## config.mk

```make
export PLATFORM = sky130hd
export DESIGN_NAME = color_string_parser
export DESIGN_NICKNAME = d
export VERILOG_FILES = /design/src/sv/csp_pkg.sv /design/src/sv/csp_fifo.sv /design/src/sv/csp_front.sv /design/src/sv/csp_back.sv /design/src/sv/color_string_parser.sv
export SDC_FILE = /design/constraint.sdc
export NUM_CORES = 1
export LEC_CHECK = 0
export ABC_CLOCK_PERIOD_IN_PS = 8260
export BUFFER_PORTS_ARGS = -buffer_cell sky130_fd_sc_hd__buf_2
export CAP_MARGIN = 15
export CORE_MARGIN = 2
export CORE_UTILIZATION = 60
export CTS_BUF_LIST = sky130_fd_sc_hd__clkbuf_8
export DETAILED_ROUTE_END_ITERATION = 8
export PLACE_DENSITY_LB_ADDON = 0.05
export REMOVE_ABC_BUFFERS = 1
export SYNTH_ARGS = -nofsm -noshare
export SYNTH_HDL_FRONTEND = slang
export SYNTH_SLANG_ARGS = --single-unit
export TNS_END_PERCENT = 1
```

## constraint.sdc

```tcl
create_clock -name clk -period 8.26 [get_ports clk]
set_input_delay 1.652 -clock clk [delete_from_list [all_inputs] [get_ports clk]]
set_output_delay 1.652 -clock clk [all_outputs]
set_load 0.005 [all_outputs]
```

## src/sv/csp_pkg.sv

```systemverilog
// Shared types and constants for the color string parser.
// No dependencies; used by every module of the block but csp_fifo.
package csp_pkg;

    typedef struct packed {
        logic [7:0] char_code;
        logic       last_char;
    } char_item_t;

    typedef struct packed {
        logic       used_default;
        logic [7:0] red;
        logic [7:0] green;
        logic [7:0] blue;
        logic [7:0] alpha;
    } color_item_t;

    // Character class computed by the front end and queued for the parser.
    typedef struct packed {
        logic       is_zero;
        logic       last;
        logic       is_space;
        logic       is_digit;
        logic       is_hash;
        logic       is_sign;
        logic       is_minus;
        logic       hex_ok;
        logic [3:0] nib;
    } char_class_t;

    localparam int IN_QUEUE_DEPTH  = 2;
    localparam int OUT_QUEUE_DEPTH = 2;

    localparam logic [31:0] DEFAULT_COLOR_RESET = 32'h0000_00FF;

    localparam logic [7:0] CHAR_HASH  = 8'h23;
    localparam logic [7:0] CHAR_PLUS  = 8'h2B;
    localparam logic [7:0] CHAR_MINUS = 8'h2D;
    localparam logic [7:0] CHAR_SPACE = 8'h20;
    localparam logic [7:0] CHAR_TAB   = 8'h09;
    localparam logic [7:0] CHAR_CR    = 8'h0D;
    localparam logic [7:0] CHAR_0     = 8'h30;
    localparam logic [7:0] CHAR_9     = 8'h39;
    localparam logic [7:0] CHAR_UA    = 8'h41;
    localparam logic [7:0] CHAR_UF    = 8'h46;
    localparam logic [7:0] CHAR_LA    = 8'h61;
    localparam logic [7:0] CHAR_LF    = 8'h66;

    localparam logic [3:0] HEX_SHORT = 4'd6;
    localparam logic [3:0] HEX_LONG  = 4'd8;
    localparam logic [3:0] HEX_SAT   = 4'd9;

    localparam logic [7:0] ALPHA_OPAQUE = 8'hFF;
    localparam logic [7:0] CHAN_MAX     = 8'hFF;

endpackage

```

## src/sv/csp_fifo.sv

```systemverilog
// Small first-in first-out queue built from registers.
// Generic; uses no package items.
module csp_fifo #(
    parameter int WIDTH = 8,
    parameter int DEPTH = 2
) (
    input  logic             clk,
    input  logic             rst_n,
    input  logic             wr_en,
    input  logic [WIDTH-1:0] wr_data,
    output logic             full,
    input  logic             rd_en,
    output logic [WIDTH-1:0] rd_data,
    output logic             empty
);

    localparam int PW = (DEPTH > 1) ? $clog2(DEPTH) : 1;
    localparam int CW = $clog2(DEPTH + 1);

    logic [WIDTH-1:0] mem_reg [DEPTH];
    logic [PW-1:0]    wr_ptr_reg, wr_ptr_next;
    logic [PW-1:0]    rd_ptr_reg, rd_ptr_next;
    logic [CW-1:0]    count_reg, count_next;
    logic             do_wr, do_rd;

    assign full    = (count_reg == CW'(DEPTH));
    assign empty   = (count_reg == '0);
    assign do_wr   = wr_en && !full;
    assign do_rd   = rd_en && !empty;
    assign rd_data = mem_reg[rd_ptr_reg];

    always_comb
    begin
        wr_ptr_next = wr_ptr_reg;
        rd_ptr_next = rd_ptr_reg;
        count_next  = count_reg;
        if (do_wr)
        begin
            wr_ptr_next = (wr_ptr_reg == PW'(DEPTH - 1)) ? '0 : wr_ptr_reg + 1'b1;
        end
        if (do_rd)
        begin
            rd_ptr_next = (rd_ptr_reg == PW'(DEPTH - 1)) ? '0 : rd_ptr_reg + 1'b1;
        end
        if (do_wr && !do_rd)
        begin
            count_next = count_reg + 1'b1;
        end
        else if (do_rd && !do_wr)
        begin
            count_next = count_reg - 1'b1;
        end
    end

    always_ff @(posedge clk or negedge rst_n)
    begin
        if (!rst_n)
        begin
            wr_ptr_reg <= '0;
            rd_ptr_reg <= '0;
            count_reg  <= '0;
        end
        else
        begin
            wr_ptr_reg <= wr_ptr_next;
            rd_ptr_reg <= rd_ptr_next;
            count_reg  <= count_next;
        end
    end

    always_ff @(posedge clk)
    begin
        if (do_wr)
        begin
            mem_reg[wr_ptr_reg] <= wr_data;
        end
    end

endmodule

```

## src/sv/csp_front.sv

```systemverilog
// Front end: classifies one incoming character for the parser.
// Depends on csp_pkg for the request and class types.
module csp_front (
    input  csp_pkg::char_item_t  char_item,
    output csp_pkg::char_class_t cls
);

    logic [7:0] c;
    logic       upper_hex, lower_hex;

    assign c         = char_item.char_code;
    assign upper_hex = (c >= csp_pkg::CHAR_UA) && (c <= csp_pkg::CHAR_UF);
    assign lower_hex = (c >= csp_pkg::CHAR_LA) && (c <= csp_pkg::CHAR_LF);

    always_comb
    begin
        cls.is_zero  = (c == 8'd0);
        cls.last     = char_item.last_char;
        cls.is_space = (c == csp_pkg::CHAR_SPACE)
                    || ((c >= csp_pkg::CHAR_TAB) && (c <= csp_pkg::CHAR_CR));
        cls.is_digit = (c >= csp_pkg::CHAR_0) && (c <= csp_pkg::CHAR_9);
        cls.is_hash  = (c == csp_pkg::CHAR_HASH);
        cls.is_sign  = (c == csp_pkg::CHAR_PLUS) || (c == csp_pkg::CHAR_MINUS);
        cls.is_minus = (c == csp_pkg::CHAR_MINUS);
        cls.hex_ok   = cls.is_digit || upper_hex || lower_hex;
        // Letters a-f and A-F share their low nibble pattern; adding nine gives their value.
        if (cls.is_digit)
        begin
            cls.nib = c[3:0];
        end
        else
        begin
            cls.nib = c[3:0] + 4'd9;
        end
    end

endmodule

```

## src/sv/csp_back.sv

```systemverilog
// Back end: parse state machine that consumes classified characters and builds colors.
// Depends on csp_pkg for the class and result types and the constants.
module csp_back (
    input  logic                 clk,
    input  logic                 rst_n,
    input  csp_pkg::char_class_t cls,
    input  logic                 cls_valid,
    output logic                 cls_take,
    input  logic                 res_full,
    output logic                 res_push,
    output csp_pkg::color_item_t res,
    input  logic                 cfg_we,
    input  logic [31:0]          cfg_data
);

    localparam logic [2:0] PH_LEAD  = 3'd0;
    localparam logic [2:0] PH_HEX   = 3'd1;
    localparam logic [2:0] PH_WAIT  = 3'd2;
    localparam logic [2:0] PH_SIGN  = 3'd3;
    localparam logic [2:0] PH_DIGIT = 3'd4;
    localparam logic [2:0] PH_OK    = 3'd5;
    localparam logic [2:0] PH_FAIL  = 3'd6;

    logic [2:0]  phase_reg, phase_next;
    logic [3:0]  hex_cnt_reg, hex_cnt_next;
    logic [31:0] color_reg, color_next;
    logic [15:0] dec_reg, dec_next;
    logic [1:0]  idx_reg, idx_next;
    logic        neg_reg, neg_next;
    logic        ended_reg;
    logic [31:0] default_color_reg;

    logic        end_item;
    logic        ok;
    logic [31:0] col;
    logic        do_wait;

    // Negate modulo 65536 when a minus sign was seen, then clamp to one byte.
    function automatic logic [7:0] sat_byte(input logic [15:0] d, input logic n);
        logic [15:0] v;
        v = n ? (16'd0 - d) : d;
        return (v > 16'(csp_pkg::CHAN_MAX)) ? csp_pkg::CHAN_MAX : v[7:0];
    endfunction

    function automatic logic [31:0] merge_byte(input logic [31:0] acc, input logic [1:0] idx,
                                               input logic [7:0] b);
        logic [31:0] r;
        r = acc;
        case (idx)
            2'd0:    r[31:24] = acc[31:24] | b;
            2'd1:    r[23:16] = acc[23:16] | b;
            2'd2:    r[15:8]  = acc[15:8] | b;
            default: r[7:0]   = acc[7:0] | b;
        endcase
        return r;
    endfunction

    assign end_item = cls.is_zero || cls.last;
    assign cls_take = cls_valid && !res_full;
    assign res_push = cls_take && end_item;

    always_comb
    begin
        // A new string starts from cleared parse state.
        if (ended_reg)
        begin
            phase_next   = PH_LEAD;
            hex_cnt_next = '0;
            color_next   = '0;
            dec_next     = '0;
            idx_next     = '0;
            neg_next     = 1'b0;
        end
        else
        begin
            phase_next   = phase_reg;
            hex_cnt_next = hex_cnt_reg;
            color_next   = color_reg;
            dec_next     = dec_reg;
            idx_next     = idx_reg;
            neg_next     = neg_reg;
        end
        do_wait = 1'b0;

        if (!cls.is_zero)
        begin
            case (phase_next)
                PH_LEAD:
                begin
                    if (!cls.is_space)
                    begin
                        if (cls.is_hash)
                        begin
                            phase_next = PH_HEX;
                        end
                        else
                        begin
                            do_wait = 1'b1;
                        end
                    end
                end
                PH_HEX:
                begin
                    if (!cls.hex_ok)
                    begin
                        phase_next = ((hex_cnt_next == csp_pkg::HEX_SHORT)
                                   || (hex_cnt_next == csp_pkg::HEX_LONG)) ? PH_OK : PH_FAIL;
                    end
                    else
                    begin
                        if (hex_cnt_next < csp_pkg::HEX_LONG)
                        begin
                            color_next = {color_next[27:0], cls.nib};
                        end
                        if (hex_cnt_next < csp_pkg::HEX_SAT)
                        begin
                            hex_cnt_next = hex_cnt_next + 1'b1;
                        end
                    end
                end
                PH_WAIT:
                begin
                    do_wait = 1'b1;
                end
                PH_SIGN:
                begin
                    if (cls.is_digit)
                    begin
                        dec_next   = {12'd0, cls.nib};
                        phase_next = PH_DIGIT;
                    end
                    else
                    begin
                        phase_next = PH_FAIL;
                    end
                end
                PH_DIGIT:
                begin
                    if (cls.is_digit)
                    begin
                        dec_next = (dec_next << 3) + (dec_next << 1) + {12'd0, cls.nib};
                    end
                    else
                    begin
                        color_next = merge_byte(color_next, idx_next,
                                                sat_byte(dec_next, neg_next));
                        phase_next = (idx_next == 2'd2) ? PH_OK : PH_WAIT;
                        idx_next   = idx_next + 1'b1;
                        dec_next   = '0;
                        neg_next   = 1'b0;
                        do_wait    = (phase_next == PH_WAIT);
                    end
                end
                default:
                begin
                end
            endcase
        end

        if (do_wait)
        begin
            if (cls.is_space)
            begin
                phase_next = PH_WAIT;
            end
            else if (cls.is_sign)
            begin
                neg_next   = cls.is_minus;
                phase_next = PH_SIGN;
            end
            else if (cls.is_digit)
            begin
                dec_next   = {12'd0, cls.nib};
                phase_next = PH_DIGIT;
            end
            else
            begin
                phase_next = PH_FAIL;
            end
        end

        // End of string: a number still being read is closed out here.
        ok  = 1'b0;
        col = default_color_reg;
        if (phase_next == PH_HEX)
        begin
            if (hex_cnt_next == csp_pkg::HEX_LONG)
            begin
                ok  = 1'b1;
                col = color_next;
            end
            else if (hex_cnt_next == csp_pkg::HEX_SHORT)
            begin
                ok  = 1'b1;
                col = {color_next[23:0], csp_pkg::ALPHA_OPAQUE};
            end
        end
        else
        begin
            if (end_item && (phase_next == PH_DIGIT))
            begin
                color_next = merge_byte(color_next, idx_next, sat_byte(dec_next, neg_next));
                phase_next = (idx_next == 2'd2) ? PH_OK : PH_WAIT;
                idx_next   = idx_next + 1'b1;
                dec_next   = '0;
                neg_next   = 1'b0;
            end
            if (phase_next == PH_OK)
            begin
                ok = 1'b1;
                if (hex_cnt_next == csp_pkg::HEX_SHORT)
                begin
                    col = {color_next[23:0], csp_pkg::ALPHA_OPAQUE};
                end
                else if (hex_cnt_next == csp_pkg::HEX_LONG)
                begin
                    col = color_next;
                end
                else
                begin
                    col = {color_next[31:8], csp_pkg::ALPHA_OPAQUE};
                end
            end
        end

        res.used_default = !ok;
        res.red          = col[31:24];
        res.green        = col[23:16];
        res.blue         = col[15:8];
        res.alpha        = col[7:0];
    end

    always_ff @(posedge clk or negedge rst_n)
    begin
        if (!rst_n)
        begin
            phase_reg         <= PH_LEAD;
            hex_cnt_reg       <= '0;
            color_reg         <= '0;
            dec_reg           <= '0;
            idx_reg           <= '0;
            neg_reg           <= 1'b0;
            ended_reg         <= 1'b0;
            default_color_reg <= csp_pkg::DEFAULT_COLOR_RESET;
        end
        else
        begin
            if (cls_take)
            begin
                phase_reg   <= phase_next;
                hex_cnt_reg <= hex_cnt_next;
                color_reg   <= color_next;
                dec_reg     <= dec_next;
                idx_reg     <= idx_next;
                neg_reg     <= neg_next;
                ended_reg   <= end_item;
            end
            if (cfg_we)
            begin
                default_color_reg <= cfg_data;
            end
        end
    end

endmodule

```

## src/sv/color_string_parser.sv

```systemverilog
// Color string parser: takes one character per cycle unless a queue is full, and
// delivers one color per string, either "#" with six or eight hex digits or three
// decimal numbers, else the default color. A character may be pushed every cycle
// while full is low. The request ending a string is held in the input queue, and
// then the parser writes its color straight into the output queue. With no stall on
// the output side, empty drops once the color has passed both queues. The parser
// stops taking characters while the output queue is full. The depth of the two
// queues sets how long each side may stall before the other side sees full.
// Depends on csp_pkg, csp_front, csp_fifo and csp_back.
module color_string_parser #(
    parameter int IN_DEPTH  = csp_pkg::IN_QUEUE_DEPTH,
    parameter int OUT_DEPTH = csp_pkg::OUT_QUEUE_DEPTH
) (
    input  logic                 clk,
    input  logic                 rst_n,
    input  logic                 push,
    output logic                 full,
    input  csp_pkg::char_item_t  char_item,
    input  logic                 pop,
    output logic                 empty,
    output csp_pkg::color_item_t color_item,
    input  logic                 default_color_we,
    input  logic [31:0]          default_color
);

    csp_pkg::char_class_t cls_in, cls_out;
    csp_pkg::color_item_t res;
    logic                 cls_empty;
    logic                 cls_take;
    logic                 res_full;
    logic                 res_push;

    csp_front u_front (
        .char_item (char_item),
        .cls       (cls_in)
    );

    csp_fifo #(
        .WIDTH ($bits(csp_pkg::char_class_t)),
        .DEPTH (IN_DEPTH)
    ) u_in_q (
        .clk     (clk),
        .rst_n   (rst_n),
        .wr_en   (push),
        .wr_data (cls_in),
        .full    (full),
        .rd_en   (cls_take),
        .rd_data (cls_out),
        .empty   (cls_empty)
    );

    csp_back u_back (
        .clk       (clk),
        .rst_n     (rst_n),
        .cls       (cls_out),
        .cls_valid (!cls_empty),
        .cls_take  (cls_take),
        .res_full  (res_full),
        .res_push  (res_push),
        .res       (res),
        .cfg_we    (default_color_we),
        .cfg_data  (default_color)
    );

    csp_fifo #(
        .WIDTH ($bits(csp_pkg::color_item_t)),
        .DEPTH (OUT_DEPTH)
    ) u_out_q (
        .clk     (clk),
        .rst_n   (rst_n),
        .wr_en   (res_push),
        .wr_data (res),
        .full    (res_full),
        .rd_en   (pop),
        .rd_data (color_item),
        .empty   (empty)
    );

endmodule

```

==> impl_results.html <==
<table>
<tr><th>Metric</th><th>Value</th></tr>
<tr><th colspan="2">Clock tree</th></tr>
<tr><td>CTS H-tree lvls</td><td>4</td></tr>
<tr><td>Total CTS buffers</td><td>17</td></tr>
<tr><td>Buffers inserted by post-CTS timing repair</td><td>0</td></tr>
<tr><td>Num Clock Sinks</td><td>189</td></tr>
<tr><td>Clk Latency, worst-skew pair</td><td>0.51 ns</td></tr>
<tr><td>Clock tree from TritonCTS</td><td>done</td></tr>
<tr><td>Clock transition at path regs</td><td>0.13 ns</td></tr>
<tr><td>Root buffer selected by CTS</td><td>clkbuf_8</td></tr>
<tr><td>Hold-fix buffers at CTS</td><td>0</td></tr>
<tr><td>Gates resized, CTS repair</td><td>0</td></tr>
<tr><td>Max clock buf depth</td><td>2</td></tr>
<tr><th colspan="2">Placement</th></tr>
<tr><td>Total of buffers placed on input and output ports</td><td>80</td></tr>
<tr><td>GP Congestion</td><td>0.980</td></tr>
<tr><td>Post-DP HPWL</td><td>27300 um</td></tr>
<tr><td>Placed cell areas</td><td>13200 um2</td></tr>
<tr><th colspan="2">Critical path</th></tr>
<tr><td>Critical-path maximum fanout</td><td>66</td></tr>
<tr><td>Number of cells traversed by the worst register-to-register path</td><td>18</td></tr>
<tr><td>Element type at the critical path end</td><td>register</td></tr>
<tr><td>Worst flop-to-flop path startpoint</td><td>u_back.ended_reg</td></tr>
<tr><td>CP Launch Type</td><td>register</td></tr>
<tr><td>Reg2Reg Setup Slack</td><td>1.83 ns</td></tr>
<tr><td>WS Path Type</td><td>reg -&gt; reg</td></tr>
<tr><td>Critical path data required time</td><td>8.49 ns</td></tr>
<tr><td>Worst Path Arrival</td><td>6.66 ns</td></tr>
<tr><td>Reg-to-reg endpoint</td><td>u_out_q.mem_reg[0][24]</td></tr>
<tr><th colspan="2">Floorplan</th></tr>
<tr><td>Die Footprint</td><td>22300 um2</td></tr>
<tr><td>Chip Height</td><td>149 um</td></tr>
<tr><td>Core outline area</td><td>20900 um2</td></tr>
<tr><td>Effective utilization at floorplan</td><td>0.607</td></tr>
<tr><td>Standard-cell rows</td><td>53</td></tr>
<tr><td>Width of the die</td><td>149 um</td></tr>
<tr><td>Boundary pin count</td><td>81</td></tr>
<tr><th colspan="2">Power</th></tr>
<tr><td>VDD IR-drop max</td><td>0.440 mV</td></tr>
<tr><td>Power density normalized to cell area</td><td>314 nW/um2</td></tr>
<tr><td>Cell leakage power</td><td>0.00535 uW</td></tr>
<tr><th colspan="2">Route</th></tr>
<tr><td>Vias</td><td>11400</td></tr>
<tr><td>Total wire length after detailed routing</td><td>38400 um</td></tr>
<tr><td>Drt initial violations</td><td>1548</td></tr>
<tr><td>Drt first pass iters</td><td>6</td></tr>
<tr><td>Post-detailed-route wirelength per cell</td><td>23.2 um</td></tr>
<tr><td>Remaining antenna violation count after routing</td><td>0</td></tr>
<tr><td>Post-route DRC violation count</td><td>0</td></tr>
<tr><td>DR vias/cell</td><td>6.88</td></tr>
<tr><th colspan="2">STA</th></tr>
<tr><td>Final hold vios</td><td>0</td></tr>
<tr><td>Achievable clock frequency</td><td>0.156 GHz</td></tr>
<tr><td>Total count of max-transition violations in the final report</td><td>0</td></tr>
<tr><td>Min cycle time layout</td><td>6.43 ns</td></tr>
<tr><td>Final setup skew</td><td>0.0257 ns</td></tr>
<tr><td>Max-slew headroom at the worst pin</td><td>0.299</td></tr>
<tr><td>Accumulated negative setup slack</td><td>0 ns</td></tr>
<tr><td>Transition at the pin with the smallest max-transition slack</td><td>1.05 ns</td></tr>
<tr><td>Final period util</td><td>0.778</td></tr>
<tr><td>Unrepaired setup endpoints after global routing</td><td>false</td></tr>
<tr><td>Setup violation total in the final timing report</td><td>0</td></tr>
<tr><th colspan="2">Layout</th></tr>
<tr><td>Area taken by flip-flops and latches</td><td>5190 um2</td></tr>
<tr><td>Number of nets at the end of the flow</td><td>1460</td></tr>
<tr><td>Flip-flop count of the largest register after layout</td><td>66</td></tr>
<tr><td>Footprint of the multi-input gates</td><td>7010 um2</td></tr>
<tr><td>Post-synthesis to final-layout area growth</td><td>7.77%</td></tr>
<tr><td>Filler Cells Inserted</td><td>1759</td></tr>
<tr><td>Cell area after layout</td><td>13700 um2</td></tr>
<tr><td>Diodes inserted</td><td>0</td></tr>
<tr><td>Final core utilization</td><td>0.654</td></tr>
<tr><td>Layout cells sized above 1</td><td>0.190</td></tr>
<tr><th colspan="2">Synth</th></tr>
<tr><td>Number of distinct standard cells referenced by the synthesized netlist</td><td>90</td></tr>
<tr><td>Register area share after synthesis</td><td>0.409</td></tr>
<tr><td>Commonest register cell after synthesis</td><td>dfrtp_1</td></tr>
<tr><td>YS warnings</td><td>0</td></tr>
<tr><td>Number of standard cells after synthesis</td><td>1335</td></tr>
<tr><td>Post-synth design cell area</td><td>12700 um2</td></tr>
<tr><td>EDFF count, synth</td><td>90</td></tr>
<tr><td>Proportion of register bits with asynchronous set or reset after synthesis</td><td>0.524</td></tr>
<tr><td>Average instance area after synthesis</td><td>9.50 um2</td></tr>
<tr><td>Flops &amp; latches, synth</td><td>189</td></tr>
<tr><th colspan="2">Global routing</th></tr>
<tr><td>Number of antenna violations at the first check in global routing</td><td>0</td></tr>
<tr><td>Met3 track demand over resource in global routing</td><td>0.0933</td></tr>
<tr><td>Global-route wire length before repair</td><td>59800 um</td></tr>
<tr><td>Most congested layer reported by global routing</td><td>met2</td></tr>
<tr><td>Pin count of the biggest net entering global routing</td><td>78</td></tr>
<tr><td>Fraction of met1 tracks used by global routing</td><td>0.478</td></tr>
<tr><td>Vias in the first global route</td><td>10700</td></tr>
<tr><td>Fraction of met2 tracks used by global routing</td><td>0.539</td></tr>
<tr><td>Grt total ovfl</td><td>0</td></tr>
<tr><td>Combined global-route utilization of all metal layers</td><td>0.348</td></tr>
<tr><th colspan="2">Worst hold path</th></tr>
<tr><td>Worst hold path stage count</td><td>1</td></tr>
<tr><td>Path category of the worst min-delay check</td><td>reg -&gt; reg</td></tr>
<tr><td>Hold path startpoint</td><td>u_out_q.rd_ptr_reg</td></tr>
<tr><td>WHS Endpoint</td><td>u_out_q.rd_ptr_reg</td></tr>
<tr><th colspan="2">Outcome</th></tr>
<tr><td>Outcome</td><td>complete, no violations</td></tr>
<tr><th colspan="2">Job</th></tr>
<tr><td>Count of max-cap constraint violations</td><td>0</td></tr>
</table>
[placed cells by master, fill, tap and decap left out, drive strengths merged, types with 36 or more instances in the layout]
cell type    n
nand2      160
buf        101
o21ai       96
nor2        93
dfrtp       91
edfxtp      90
mux2        77
a21oi       74
ha          45
inv         40
a22oi       36
[routing by layer]
metal	wire length, um	up-vias
met3	3920	109
met2	17500	644
met1	16100	5491
li1	-	5145
met5	0	-
met4	1000	0
[Yosys cell counts, drive strengths merged, types with 13 or more instances]
master / count / share of area
o22ai: 17 / 0.0084
xnor2: 24 / 0.017
nor2b: 16 / 0.0079
nand2: 160 / 0.048
buf: 29 / 0.012
o31ai: 24 / 0.015
nand3: 21 / 0.0087
o211ai: 13 / 0.0077
edfxtp: 90 / 0.21
a31oi: 28 / 0.014
o21ai: 96 / 0.038
o21a: 18 / 0.011
nor2: 93 / 0.028
inv: 32 / 0.0095
clkbuf: 58 / 0.017
a221oi: 14 / 0.010
dfrtp: 91 / 0.18
a211oi: 20 / 0.014
a22oi: 36 / 0.021
mux2: 77 / 0.068
ha: 45 / 0.044
xor2: 13 / 0.0090
a21oi: 74 / 0.030
nor3: 27 / 0.014
o221ai: 16 / 0.011
[area by class of cell]
class,count,share of cell area
multi-input combinational,1026,0.513
inverter,33,0.00907
clock inverter,15,0.0146
timing repair buffer,101,0.0410
clock buffer,17,0.0171
sequential,189,0.380
tap,275,0.0252
[worst max path at each step]
stage                 startpoint                endpoint  slack, ns  cells after the start
4_1_cts         u_back.ended_reg  u_out_q.mem_reg[0][24]       1.97                     18
5_1_grt         u_back.ended_reg  u_out_q.mem_reg[0][24]       1.41                     20
3_5_place_dp    u_back.ended_reg  u_out_q.mem_reg[0][24]       2.02                     18
3_3_place_gp   u_in_q.rd_ptr_reg  u_out_q.mem_reg[0][16]       2.12                     16
2_1_floorplan   u_back.ended_reg  u_out_q.mem_reg[0][13]       1.45                     19
6_report        u_back.ended_reg  u_out_q.mem_reg[0][24]       1.83                     18
[power by group]
part	leakage [uW]	internal [uW]	switching, uW
sequential	0.00209	1350	172
combinational	0.00305	730	1380
clock	0.000214	241	420
total	0.00535	2320	1980
[critical path: stages, from the launching register on]
cell,delay (ns)
dfrtp_2,0.38
buf_4,0.60
nor2b_1,0.23
inv_1,0.19
xnor2_1,0.14
ha_1,0.28
fa_1,0.49
a211oi_1,0.31
nor2_1,0.10
xor2_1,0.14
a22oi_1,0.34
nand3_2,0.26
or3_1,0.42
o31ai_2,0.28
a311o_1,0.23
nand4_2,0.43
or3b_1,0.79
a211oi_1,0.34
o311ai_1,0.15
[cells by family (layout without fill, tap and decap cells)]
kind of cell             Yosys count  count (layout)  share of synthesized area
AO/OA/AOI/OAI                    455             455                      0.251
AND/OR/NAND/NOR                  402             402                      0.154
flip-flops                       189             189                      0.409
buffers and inverters            120             166                     0.0393
multiplexers                      86              86                     0.0755
adder cells (fa/ha/maj)           46              46                     0.0460
XOR/XNOR                          37              37                     0.0256
[per-stage QoR]
stage	setup slack, ns	hold slack (ns)	power [uW]	std cells
final	1.83	0.490	4290	1656
after global routing	1.41	0.517	4530	1656
after CTS	1.97	0.490	4260	1656
after detailed placement	2.02	0.468	3600	1624
after global placement	2.12	0.465	3550	1624
after floorplan	1.45	0.450	2850	1248
No activity file was read; power rests on OpenSTA's default activity.
